<file path="src/rtl/base64_stream_decoder_unit_assert.svh">
// Assertion helpers shared by the decoder modules.
// Both macros sample on clk and are disabled while rst is high.
`ifndef BASE64_STREAM_DECODER_UNIT_ASSERT_SVH
`define BASE64_STREAM_DECODER_UNIT_ASSERT_SVH

// Same-cycle implication.
`define B64D_ASSERT_NOW(label, ante, cons) \
  label: assert property (@(posedge clk) disable iff (rst) (ante) |-> (cons)) \
    else $error("b64d assertion failed");

// Next-cycle implication.
`define B64D_ASSERT_NEXT(label, ante, cons) \
  label: assert property (@(posedge clk) disable iff (rst) (ante) |=> (cons)) \
    else $error("b64d assertion failed");

`endif

</file>
<file path="src/rtl/b64d_pkg.sv">
`default_nettype none
package b64d_pkg;

  // Status codes carried on the final result of a text
  localparam logic [1:0] ST_OK       = 2'd0;
  localparam logic [1:0] ST_BAD_CHAR = 2'd1;
  localparam logic [1:0] ST_BAD_LEN  = 2'd2;

  localparam logic [7:0] CHAR_PAD   = 8'h3D;  // '='
  localparam logic [7:0] CHAR_COMMA = 8'h2C;  // ','
  localparam logic [7:0] CHAR_SPACE = 8'h20;

  // Sextet code for a character that is not in the alphabet
  localparam logic [6:0] NO_SEXTET = 7'd64;

  typedef struct packed {
    logic [7:0] text_char;
    logic       end_of_text;
  } in_item_t;

  typedef struct packed {
    logic       has_byte;
    logic [7:0] data_byte;
    logic [1:0] status;
    logic       last;
  } out_item_t;

  // One queue entry: the bytes of a finished group and/or the text status
  typedef struct packed {
    logic [23:0] group_bits;
    logic [1:0]  nbytes;
    logic        has_status;
    logic [1:0]  status;
  } entry_t;

  // Queue fill flags seen by both sides
  typedef struct packed {
    logic full;
    logic empty;
  } q_flags_t;

  // Map one character to its base64 value, NO_SEXTET if outside the alphabet
  function automatic logic [6:0] sextet_of(input logic [7:0] c);
    logic [6:0] v;
    v = NO_SEXTET;
    if (c inside {[8'h41:8'h5A]}) begin
      v = 7'(c - 8'h41);
    end else if (c inside {[8'h61:8'h7A]}) begin
      v = 7'(c - 8'h61 + 8'd26);
    end else if (c inside {[8'h30:8'h39]}) begin
      v = 7'(c - 8'h30 + 8'd52);
    end else if (c == 8'h2B) begin
      v = 7'd62;
    end else if (c == 8'h2F) begin
      v = 7'd63;
    end
    return v;
  endfunction

  function automatic logic is_blank(input logic [7:0] c);
    return (c == CHAR_SPACE) || (c inside {[8'h09:8'h0D]});
  endfunction

endpackage
`default_nettype wire

</file>
<file path="src/rtl/b64d_front.sv">
`default_nettype none
`include "base64_stream_decoder_unit_assert.svh"
module b64d_front (
  input  wire logic              clk,
  input  wire logic              rst,
  input  wire logic              cfg_valid,
  input  wire logic              cfg_data,
  input  wire logic              in_valid,
  output logic                   in_stall,
  input  wire b64d_pkg::in_item_t in_data,
  input  wire b64d_pkg::q_flags_t q_flags,
  output logic                   push,
  output b64d_pkg::entry_t       push_entry
);
  import b64d_pkg::*;

  logic        strip_prefix;
  logic [23:0] group_bits, group_bits_next;
  logic [1:0]  group_position, group_position_next;
  logic [1:0]  pad_seen, pad_seen_next;
  logic        past_prefix, past_prefix_next;
  logic        error_code, error_code_next;

  logic       accept;
  logic [7:0] c;
  logic [6:0] v;
  logic       pad;
  logic       bad;
  logic       emit_bytes;

  assign in_stall = q_flags.full;
  assign accept   = in_valid && !in_stall;

  // Classify the character and advance the group state
  always_comb begin
    c   = in_data.text_char;
    v   = sextet_of(c);
    pad = (c == CHAR_PAD);
    bad = 1'b0;
    emit_bytes = 1'b0;

    group_bits_next     = group_bits;
    group_position_next = group_position;
    pad_seen_next       = pad_seen;
    past_prefix_next    = past_prefix;
    error_code_next     = error_code;

    push_entry = '0;

    if (accept) begin
      if (strip_prefix && !past_prefix) begin
        if (c == CHAR_COMMA) begin
          past_prefix_next = 1'b1;
        end
      end else if (!error_code && !is_blank(c)) begin
        if (pad_seen != 2'd0 && group_position == 2'd0) begin
          bad = 1'b1;  // anything after a padded group
        end else if (pad) begin
          if (group_position < 2'd2) begin
            bad = 1'b1;  // pad too early in the group
          end else begin
            v = 7'd0;
          end
        end else if (v == NO_SEXTET || pad_seen != 2'd0) begin
          bad = 1'b1;
        end

        if (bad) begin
          error_code_next = 1'b1;
        end else begin
          if (pad) begin
            pad_seen_next = pad_seen + 2'd1;
          end
          group_bits_next = {group_bits[17:0], v[5:0]};
          if (group_position == 2'd3) begin
            emit_bytes            = 1'b1;
            push_entry.group_bits = group_bits_next;
            if (pad_seen_next == 2'd0) begin
              push_entry.nbytes = 2'd3;
            end else if (pad_seen_next == 2'd1) begin
              push_entry.nbytes = 2'd2;
            end else begin
              push_entry.nbytes = 2'd1;
            end
            group_bits_next     = '0;
            group_position_next = 2'd0;
          end else begin
            group_position_next = group_position + 2'd1;
          end
        end
      end

      // End of text: report status and clear the per-text state
      if (in_data.end_of_text) begin
        push_entry.has_status = 1'b1;
        if (error_code_next) begin
          push_entry.status = ST_BAD_CHAR;
        end else if (group_position_next != 2'd0) begin
          push_entry.status = ST_BAD_LEN;
        end else begin
          push_entry.status = ST_OK;
        end
        group_bits_next     = '0;
        group_position_next = 2'd0;
        pad_seen_next       = 2'd0;
        past_prefix_next    = 1'b0;
        error_code_next     = 1'b0;
      end
    end

    push = accept && (emit_bytes || in_data.end_of_text);
  end

  // State registers
  always_ff @(posedge clk) begin
    if (rst) begin
      strip_prefix   <= 1'b0;
      group_bits     <= '0;
      group_position <= 2'd0;
      pad_seen       <= 2'd0;
      past_prefix    <= 1'b0;
      error_code     <= 1'b0;
    end else begin
      if (cfg_valid) begin
        strip_prefix <= cfg_data;
      end
      group_bits     <= group_bits_next;
      group_position <= group_position_next;
      pad_seen       <= pad_seen_next;
      past_prefix    <= past_prefix_next;
      error_code     <= error_code_next;
    end
  end

  // A finished text leaves the decoder clean for the next one
  `B64D_ASSERT_NEXT(a_eot_clears, accept && in_data.end_of_text,
                    group_position == 2'd0 && !error_code && pad_seen == 2'd0)
  // An error entry never carries bytes
  `B64D_ASSERT_NOW(a_err_no_bytes, push && error_code, push_entry.nbytes == 2'd0)

endmodule
`default_nettype wire

</file>
<file path="src/rtl/b64d_queue.sv">
`default_nettype none
`include "base64_stream_decoder_unit_assert.svh"
module b64d_queue #(
  parameter int DEPTH = 4
) (
  input  wire logic             clk,
  input  wire logic             rst,
  input  wire logic             push,
  input  wire b64d_pkg::entry_t push_entry,
  input  wire logic             pop,
  output b64d_pkg::entry_t      head,
  output b64d_pkg::q_flags_t    q_flags
);
  import b64d_pkg::*;

  localparam int PW = (DEPTH > 1) ? $clog2(DEPTH) : 1;
  localparam int CW = $clog2(DEPTH + 1);
  localparam logic [PW-1:0] LAST_PTR = PW'(DEPTH - 1);
  localparam logic [CW-1:0] FULL_CNT = CW'(DEPTH);

  entry_t        slots [DEPTH];
  logic [PW-1:0] wptr, rptr;
  logic [CW-1:0] count;

  assign head          = slots[rptr];
  assign q_flags.full  = (count == FULL_CNT);
  assign q_flags.empty = (count == '0);

  // Entry storage
  always_ff @(posedge clk) begin
    if (push) begin
      slots[wptr] <= push_entry;
    end
  end

  // Pointers and fill count
  always_ff @(posedge clk) begin
    if (rst) begin
      wptr  <= '0;
      rptr  <= '0;
      count <= '0;
    end else begin
      if (push) begin
        wptr <= (wptr == LAST_PTR) ? '0 : wptr + PW'(1);
      end
      if (pop) begin
        rptr <= (rptr == LAST_PTR) ? '0 : rptr + PW'(1);
      end
      if (push && !pop) begin
        count <= count + CW'(1);
      end else if (pop && !push) begin
        count <= count - CW'(1);
      end
    end
  end

  `B64D_ASSERT_NOW(a_no_overflow, push, !q_flags.full || pop)
  `B64D_ASSERT_NOW(a_no_underflow, pop, !q_flags.empty)

endmodule
`default_nettype wire

</file>
<file path="src/rtl/b64d_back.sv">
`default_nettype none
`include "base64_stream_decoder_unit_assert.svh"
module b64d_back (
  input  wire logic               clk,
  input  wire logic               rst,
  input  wire b64d_pkg::entry_t   head,
  input  wire b64d_pkg::q_flags_t q_flags,
  output logic                    pop,
  output logic                    out_valid,
  input  wire logic               out_stall,
  output b64d_pkg::out_item_t     out_data
);
  import b64d_pkg::*;

  logic [1:0] sub;  // result index within the head entry
  logic       load;
  logic       emit;
  logic       end_of_entry;
  out_item_t  res;

  assign load = !out_valid || !out_stall;
  assign emit = load && !q_flags.empty;
  assign pop  = emit && end_of_entry;

  // Pick the result that the head entry owes next
  always_comb begin
    res = '0;
    if (sub < head.nbytes) begin
      res.has_byte = 1'b1;
      case (sub)
        2'd0:    res.data_byte = head.group_bits[23:16];
        2'd1:    res.data_byte = head.group_bits[15:8];
        default: res.data_byte = head.group_bits[7:0];
      endcase
      end_of_entry = ({1'b0, sub} + 3'd1 == {1'b0, head.nbytes}) && !head.has_status;
    end else begin
      res.status   = head.status;
      res.last     = 1'b1;
      end_of_entry = 1'b1;
    end
  end

  // Output register and result counter
  always_ff @(posedge clk) begin
    if (rst) begin
      out_valid <= 1'b0;
      sub       <= 2'd0;
    end else if (load) begin
      out_valid <= !q_flags.empty;
      if (emit) begin
        sub <= pop ? 2'd0 : sub + 2'd1;
      end
    end
  end

  always_ff @(posedge clk) begin
    if (emit) begin
      out_data <= res;
    end
  end

  // A status result closes the text
  `B64D_ASSERT_NOW(a_status_is_last, out_valid && !out_data.has_byte, out_data.last)

endmodule
`default_nettype wire

</file>
<file path="src/rtl/base64_stream_decoder_unit.sv">
`default_nettype none
// Streaming base64 decoder. One text character is taken per request, every
// cycle while in_stall is low, and decoded results leave one per cycle through
// a registered output while out_stall is low: one request per byte of each
// completed group of four characters, then one status request (last = 1) for
// the character marked end_of_text. The front classifies characters and
// assembles groups at one character per cycle; the back serializes each
// group's one to three bytes, so input stalls only when the QUEUE_DEPTH-entry
// queue between them fills, which happens when the output is stalled or a run
// of groups yields more results than characters. The user writes strip_prefix
// (cfg_data) only while the block is idle; the block itself does not enforce
// it. cfg_ready is always high. No initialization pass follows reset.
module base64_stream_decoder_unit #(
  parameter int QUEUE_DEPTH = 4
) (
  input  wire logic                clk,
  input  wire logic                rst,
  input  wire logic                cfg_valid,
  output logic                     cfg_ready,
  input  wire logic                cfg_data,
  input  wire logic                in_valid,
  output logic                     in_stall,
  input  wire b64d_pkg::in_item_t  in_data,
  output logic                     out_valid,
  input  wire logic                out_stall,
  output b64d_pkg::out_item_t      out_data
);
  import b64d_pkg::*;

  logic     push;
  logic     pop;
  entry_t   push_entry;
  entry_t   head;
  q_flags_t q_flags;

  assign cfg_ready = 1'b1;

  b64d_front u_front (
    .clk        (clk),
    .rst        (rst),
    .cfg_valid  (cfg_valid && cfg_ready),
    .cfg_data   (cfg_data),
    .in_valid   (in_valid),
    .in_stall   (in_stall),
    .in_data    (in_data),
    .q_flags    (q_flags),
    .push       (push),
    .push_entry (push_entry)
  );

  b64d_queue #(
    .DEPTH (QUEUE_DEPTH)
  ) u_queue (
    .clk        (clk),
    .rst        (rst),
    .push       (push),
    .push_entry (push_entry),
    .pop        (pop),
    .head       (head),
    .q_flags    (q_flags)
  );

  b64d_back u_back (
    .clk       (clk),
    .rst       (rst),
    .head      (head),
    .q_flags   (q_flags),
    .pop       (pop),
    .out_valid (out_valid),
    .out_stall (out_stall),
    .out_data  (out_data)
  );

endmodule
`default_nettype wire
</file>
<file path="config.mk">
export PLATFORM = sky130hd
export DESIGN_NAME = base64_stream_decoder_unit
export DESIGN_NICKNAME = d
export VERILOG_FILES = /design/src/rtl/b64d_pkg.sv /design/src/rtl/b64d_front.sv /design/src/rtl/b64d_queue.sv /design/src/rtl/b64d_back.sv /design/src/rtl/base64_stream_decoder_unit.sv
export VERILOG_INCLUDE_DIRS = /design/src /design/src/rtl
export SDC_FILE = /design/constraint.sdc
export NUM_CORES = 1
export LEC_CHECK = 0
export BUFFER_PORTS_ARGS = -buffer_cell sky130_fd_sc_hd__buf_2
export CORE_ASPECT_RATIO = 1.2
export CORE_MARGIN = 1.5
export CORE_UTILIZATION = 55
export DETAILED_ROUTE_END_ITERATION = 6
export PLACE_DENSITY = 0.79
export SLEW_MARGIN = 15
export SYNTH_ARGS = -nofsm -noshare
export SYNTH_HDL_FRONTEND = slang
export SYNTH_SLANG_ARGS = --single-unit
</file>
<file path="constraint.sdc">
create_clock -name clk -period 13.4 [get_ports clk]
set_clock_uncertainty 0.15 [all_clocks]
set_input_delay 2.01 -clock clk [delete_from_list [all_inputs] [get_ports clk]]
set_output_delay 2.01 -clock clk [all_outputs]
set_load 0.01 [all_outputs]
</file>
==> impl_metrics.env <==
export IMPL_p_sw_share_pct=29.38
export IMPL_fmax_mhz=176.4
export IMPL_cp_arrival_ns=5.86
export IMPL_start_util_pct=56.58
export IMPL_fin_nets=614
export IMPL_power_switching_mw=0.4261
export IMPL_grt_overflow=0
export IMPL_setup_slack_ns=7.733
export IMPL_syn_nets=588
export IMPL_io_buffers=28
export IMPL_required_ns=13.59
export IMPL_finalSetupViolations=0
export IMPL_hold_viol=0
export IMPL_pre_cts_slack_ns=7.373
export IMPL_yosys_warnings=0
export IMPL_wl_met3_um=629
export IMPL_place_congestion=0.9390
export IMPL_holdCritPathClass="flop to flop"
export IMPL_io_pins=30
export IMPL_maxCapViolations=0
export IMPL_drt_pass1_iter_count=5
export IMPL_die_area_mm2=0.01433
export IMPL_vias=4637
export IMPL_drc=0
export IMPL_synth_cells=549
export IMPL_ir_drop_v=0.0001424
export IMPL_highest_layer="met4"
export IMPL_grt_pass1_wl_mm=24.74
export IMPL_p_int_mw=1.024
export IMPL_wire_per_inst_um=21.06
export IMPL_routed_wl_mm=15.92
export IMPL_fp_dieH_um=130.8
export IMPL_timing_final_crit_share_pct=42.29
export IMPL_drive_above_1_share_pct=19.90
export IMPL_core_mm2=0.01324
export IMPL_route_met2_wl_mm=8.222
export IMPL_viasPerCell=6.134
export IMPL_layout_common_cells="edfxtp_1 (128), nand2_1 (45), a21oi_1 (39)"
export IMPL_period_needed_ns=5.667
export IMPL_cts_tree="yes"
export IMPL_clk_path_buf_depth=2
export IMPL_cts_root_buf="clkbuf_16"
export IMPL_cellPowerDensity_mw_per_mm2=174.0
export IMPL_pwr_share_seq_pct=43.1
export IMPL_ys_flop_type="edfxtp_1"
export IMPL_synth_cell_types=72
export IMPL_ys_seq_area_share_pct=61.21
export IMPL_syn_area_per_cell_um2=13.64
export IMPL_track_usage_pct=23.72
export IMPL_holdWs_ns=0.3189
export IMPL_post_cts_buffers=0
export IMPL_htreeDepth=4
export IMPL_slew_headroom_pct=34.74
export IMPL_worstMarginPinSlew_ns=0.9542
export IMPL_start_kind="input pin"
export IMPL_path_max_fanout=11
export IMPL_cts_sinks=165
export IMPL_leakagePower_nw=3.091
export IMPL_syn2layout_area_growth_pct=11.28
export IMPL_status="finished clean"
export IMPL_grt_max_degree=31
export IMPL_rows=46
export IMPL_antenna_found_initial=0
export IMPL_power_frac_clock_pct=32.8
export IMPL_end_kind="flop"
export IMPL_async_reset_ff_share_pct=0
export IMPL_final_util_pct=62.96
export IMPL_wl_met1_mm=6.740
export IMPL_grt_setup_unrepaired="false"
export IMPL_power_mw=1.450
export IMPL_die_w_um=109.5
export IMPL_final_common_cell="edfxtp_1"
export IMPL_drt_initial_drc_count=399
export IMPL_clkLatencyLatePin_ns=0.42
export IMPL_pwr_share_comb_pct=24.1
export IMPL_syn_cell_area_mm2=0.007490
export IMPL_postRouteAntennaNets=0
export IMPL_cts_buffers=17
export IMPL_path_class="input pin to flop"
export IMPL_dp_hpwl_mm=10.21
export IMPL_maxSlewViolCount=0
export IMPL_grt_pass1_vias=4579
export IMPL_ys_seq_elements=165
export IMPL_clk_pin_slew_ns=0.06
export IMPL_antenna_cells=0
export IMPL_fin_setup_tns_ns=0
export IMPL_ctsHoldBuffers=0
export IMPL_synth_edff_count=128
export IMPL_cts_resized=0
critical path, cell delays in order:
cell      delay (ns)
buf_2           0.21
inv_1           0.15
ha_1            0.32
a21o_1          0.22
o311a_1         0.15
nor3_1          0.47
a311o_1         0.32
nand3b_4        0.18
o21ai_2         0.12
o21ai_1         0.31
ha_1            0.24
inv_1           0.07
fa_1            0.44
xor2_1          0.19
or3_1           0.31
a21oi_1         0.16
area by class of cell:
cell class | count | area [um^2]
clock inverter | 14 | 146.4
inverter | 26 | 97.59
multi-input combinational | 330 | 2673
sequential | 165 | 4586
fill | 956 | 4903
clock buffer | 18 | 429.2
timing repair buffer | 35 | 192.7
tap | 168 | 210.2
routing by layer:
layer | track usage, % | vias to the layer above
met5 | 0 | -
met4 | 8.633 | 0
met3 | 4.663 | 29
met2 | 40.37 | 144
met1 | 30.14 | 2317
li1 | - | 2147
power by group through the flow:
| stage | registers [mW] | clock network, mW | logic (mW) |
|---|---|---|---|
| finish | 0.625 | 0.475 | 0.350 |
| global route | 0.631 | 0.501 | 0.388 |
| CTS | 0.625 | 0.478 | 0.356 |
| detailed placement | 0.636 | 0 | 0.347 |
| global placement | 0.633 | 0 | 0.340 |
| floorplan | 0.645 | 0 | 0.245 |
synthesized netlist by cell type (3+ instances only):
cell type | n | area (um^2)
nand2b_1 | 5 | 31.28
a31o_2 | 10 | 87.58
nor2_1 | 26 | 97.59
mux4_2 | 28 | 630.6
and2_1 | 25 | 156.4
nand3_1 | 7 | 35.03
nand2_1 | 45 | 168.9
clkbuf_1 | 13 | 48.80
ha_1 | 23 | 287.8
dfxtp_1 | 37 | 740.7
nor2b_1 | 7 | 43.79
nor3_1 | 9 | 45.04
buf_1 | 3 | 11.26
a21oi_1 | 39 | 195.2
a31oi_1 | 3 | 18.77
a22oi_1 | 8 | 60.06
and3_1 | 5 | 31.28
mux2i_1 | 5 | 50.05
xor2_1 | 3 | 26.28
a31o_1 | 9 | 78.83
edfxtp_1 | 128 | 3844
a21o_1 | 4 | 30.03
o21a_1 | 5 | 37.54
buf_2 | 8 | 40.04
inv_1 | 26 | 97.59
o21ai_0 | 8 | 40.04
o211a_1 | 3 | 30.03
registers in the layout (all words and copies together) (netlist names), named ones only:
signal and count:
u_front.past_prefix 1, u_back.out_data 12, u_front.error_code 1, u_back.out_valid 1
u_front.pad_seen 2, u_back.sub 2, u_queue.count 3, u_queue.rptr 2
u_front.group_bits 18, u_queue.slots 116, u_queue.wptr 2, u_front.group_position 2
u_front.strip_prefix 1
metrics by stage:
| step | std cells | cell area (um^2) |
|---|---|---|
| finish | 756 | 8334 |
| global route | 756 | 8334 |
| global placement | 724 | 7759 |
| floorplan | 549 | 7490 |
| CTS | 756 | 8334 |
| detailed placement | 724 | 7759 |
cell families after synthesis:
| group | count (synthesis) | share of synthesized area, % |
|---|---|---|
| flip-flops | 165 | 61.21 |
| other | 1 | 0.05007 |
| XOR/XNOR | 5 | 0.5848 |
| AND/OR/NAND/NOR | 144 | 9.973 |
| buffers and inverters | 54 | 3.107 |
| adder cells (fa/ha/maj) | 24 | 4.110 |
| AO/OA/AOI/OAI | 122 | 11.73 |
| multiplexers | 34 | 9.238 |
path summary, 6_finish.rpt:
check | from | to | slack [ns] | cells after the start
min | u_back.out_valid | u_back.out_valid | 0.32 | 2
max | in_data[3] | u_queue.count[2] | 7.73 | 16
min reg2reg | u_back.out_valid | u_back.out_valid | 0.32 | 2
max reg2reg | flop | u_queue.count[2] | 9.18 | 14
Note: power is estimated with default switching activity, not from simulation.
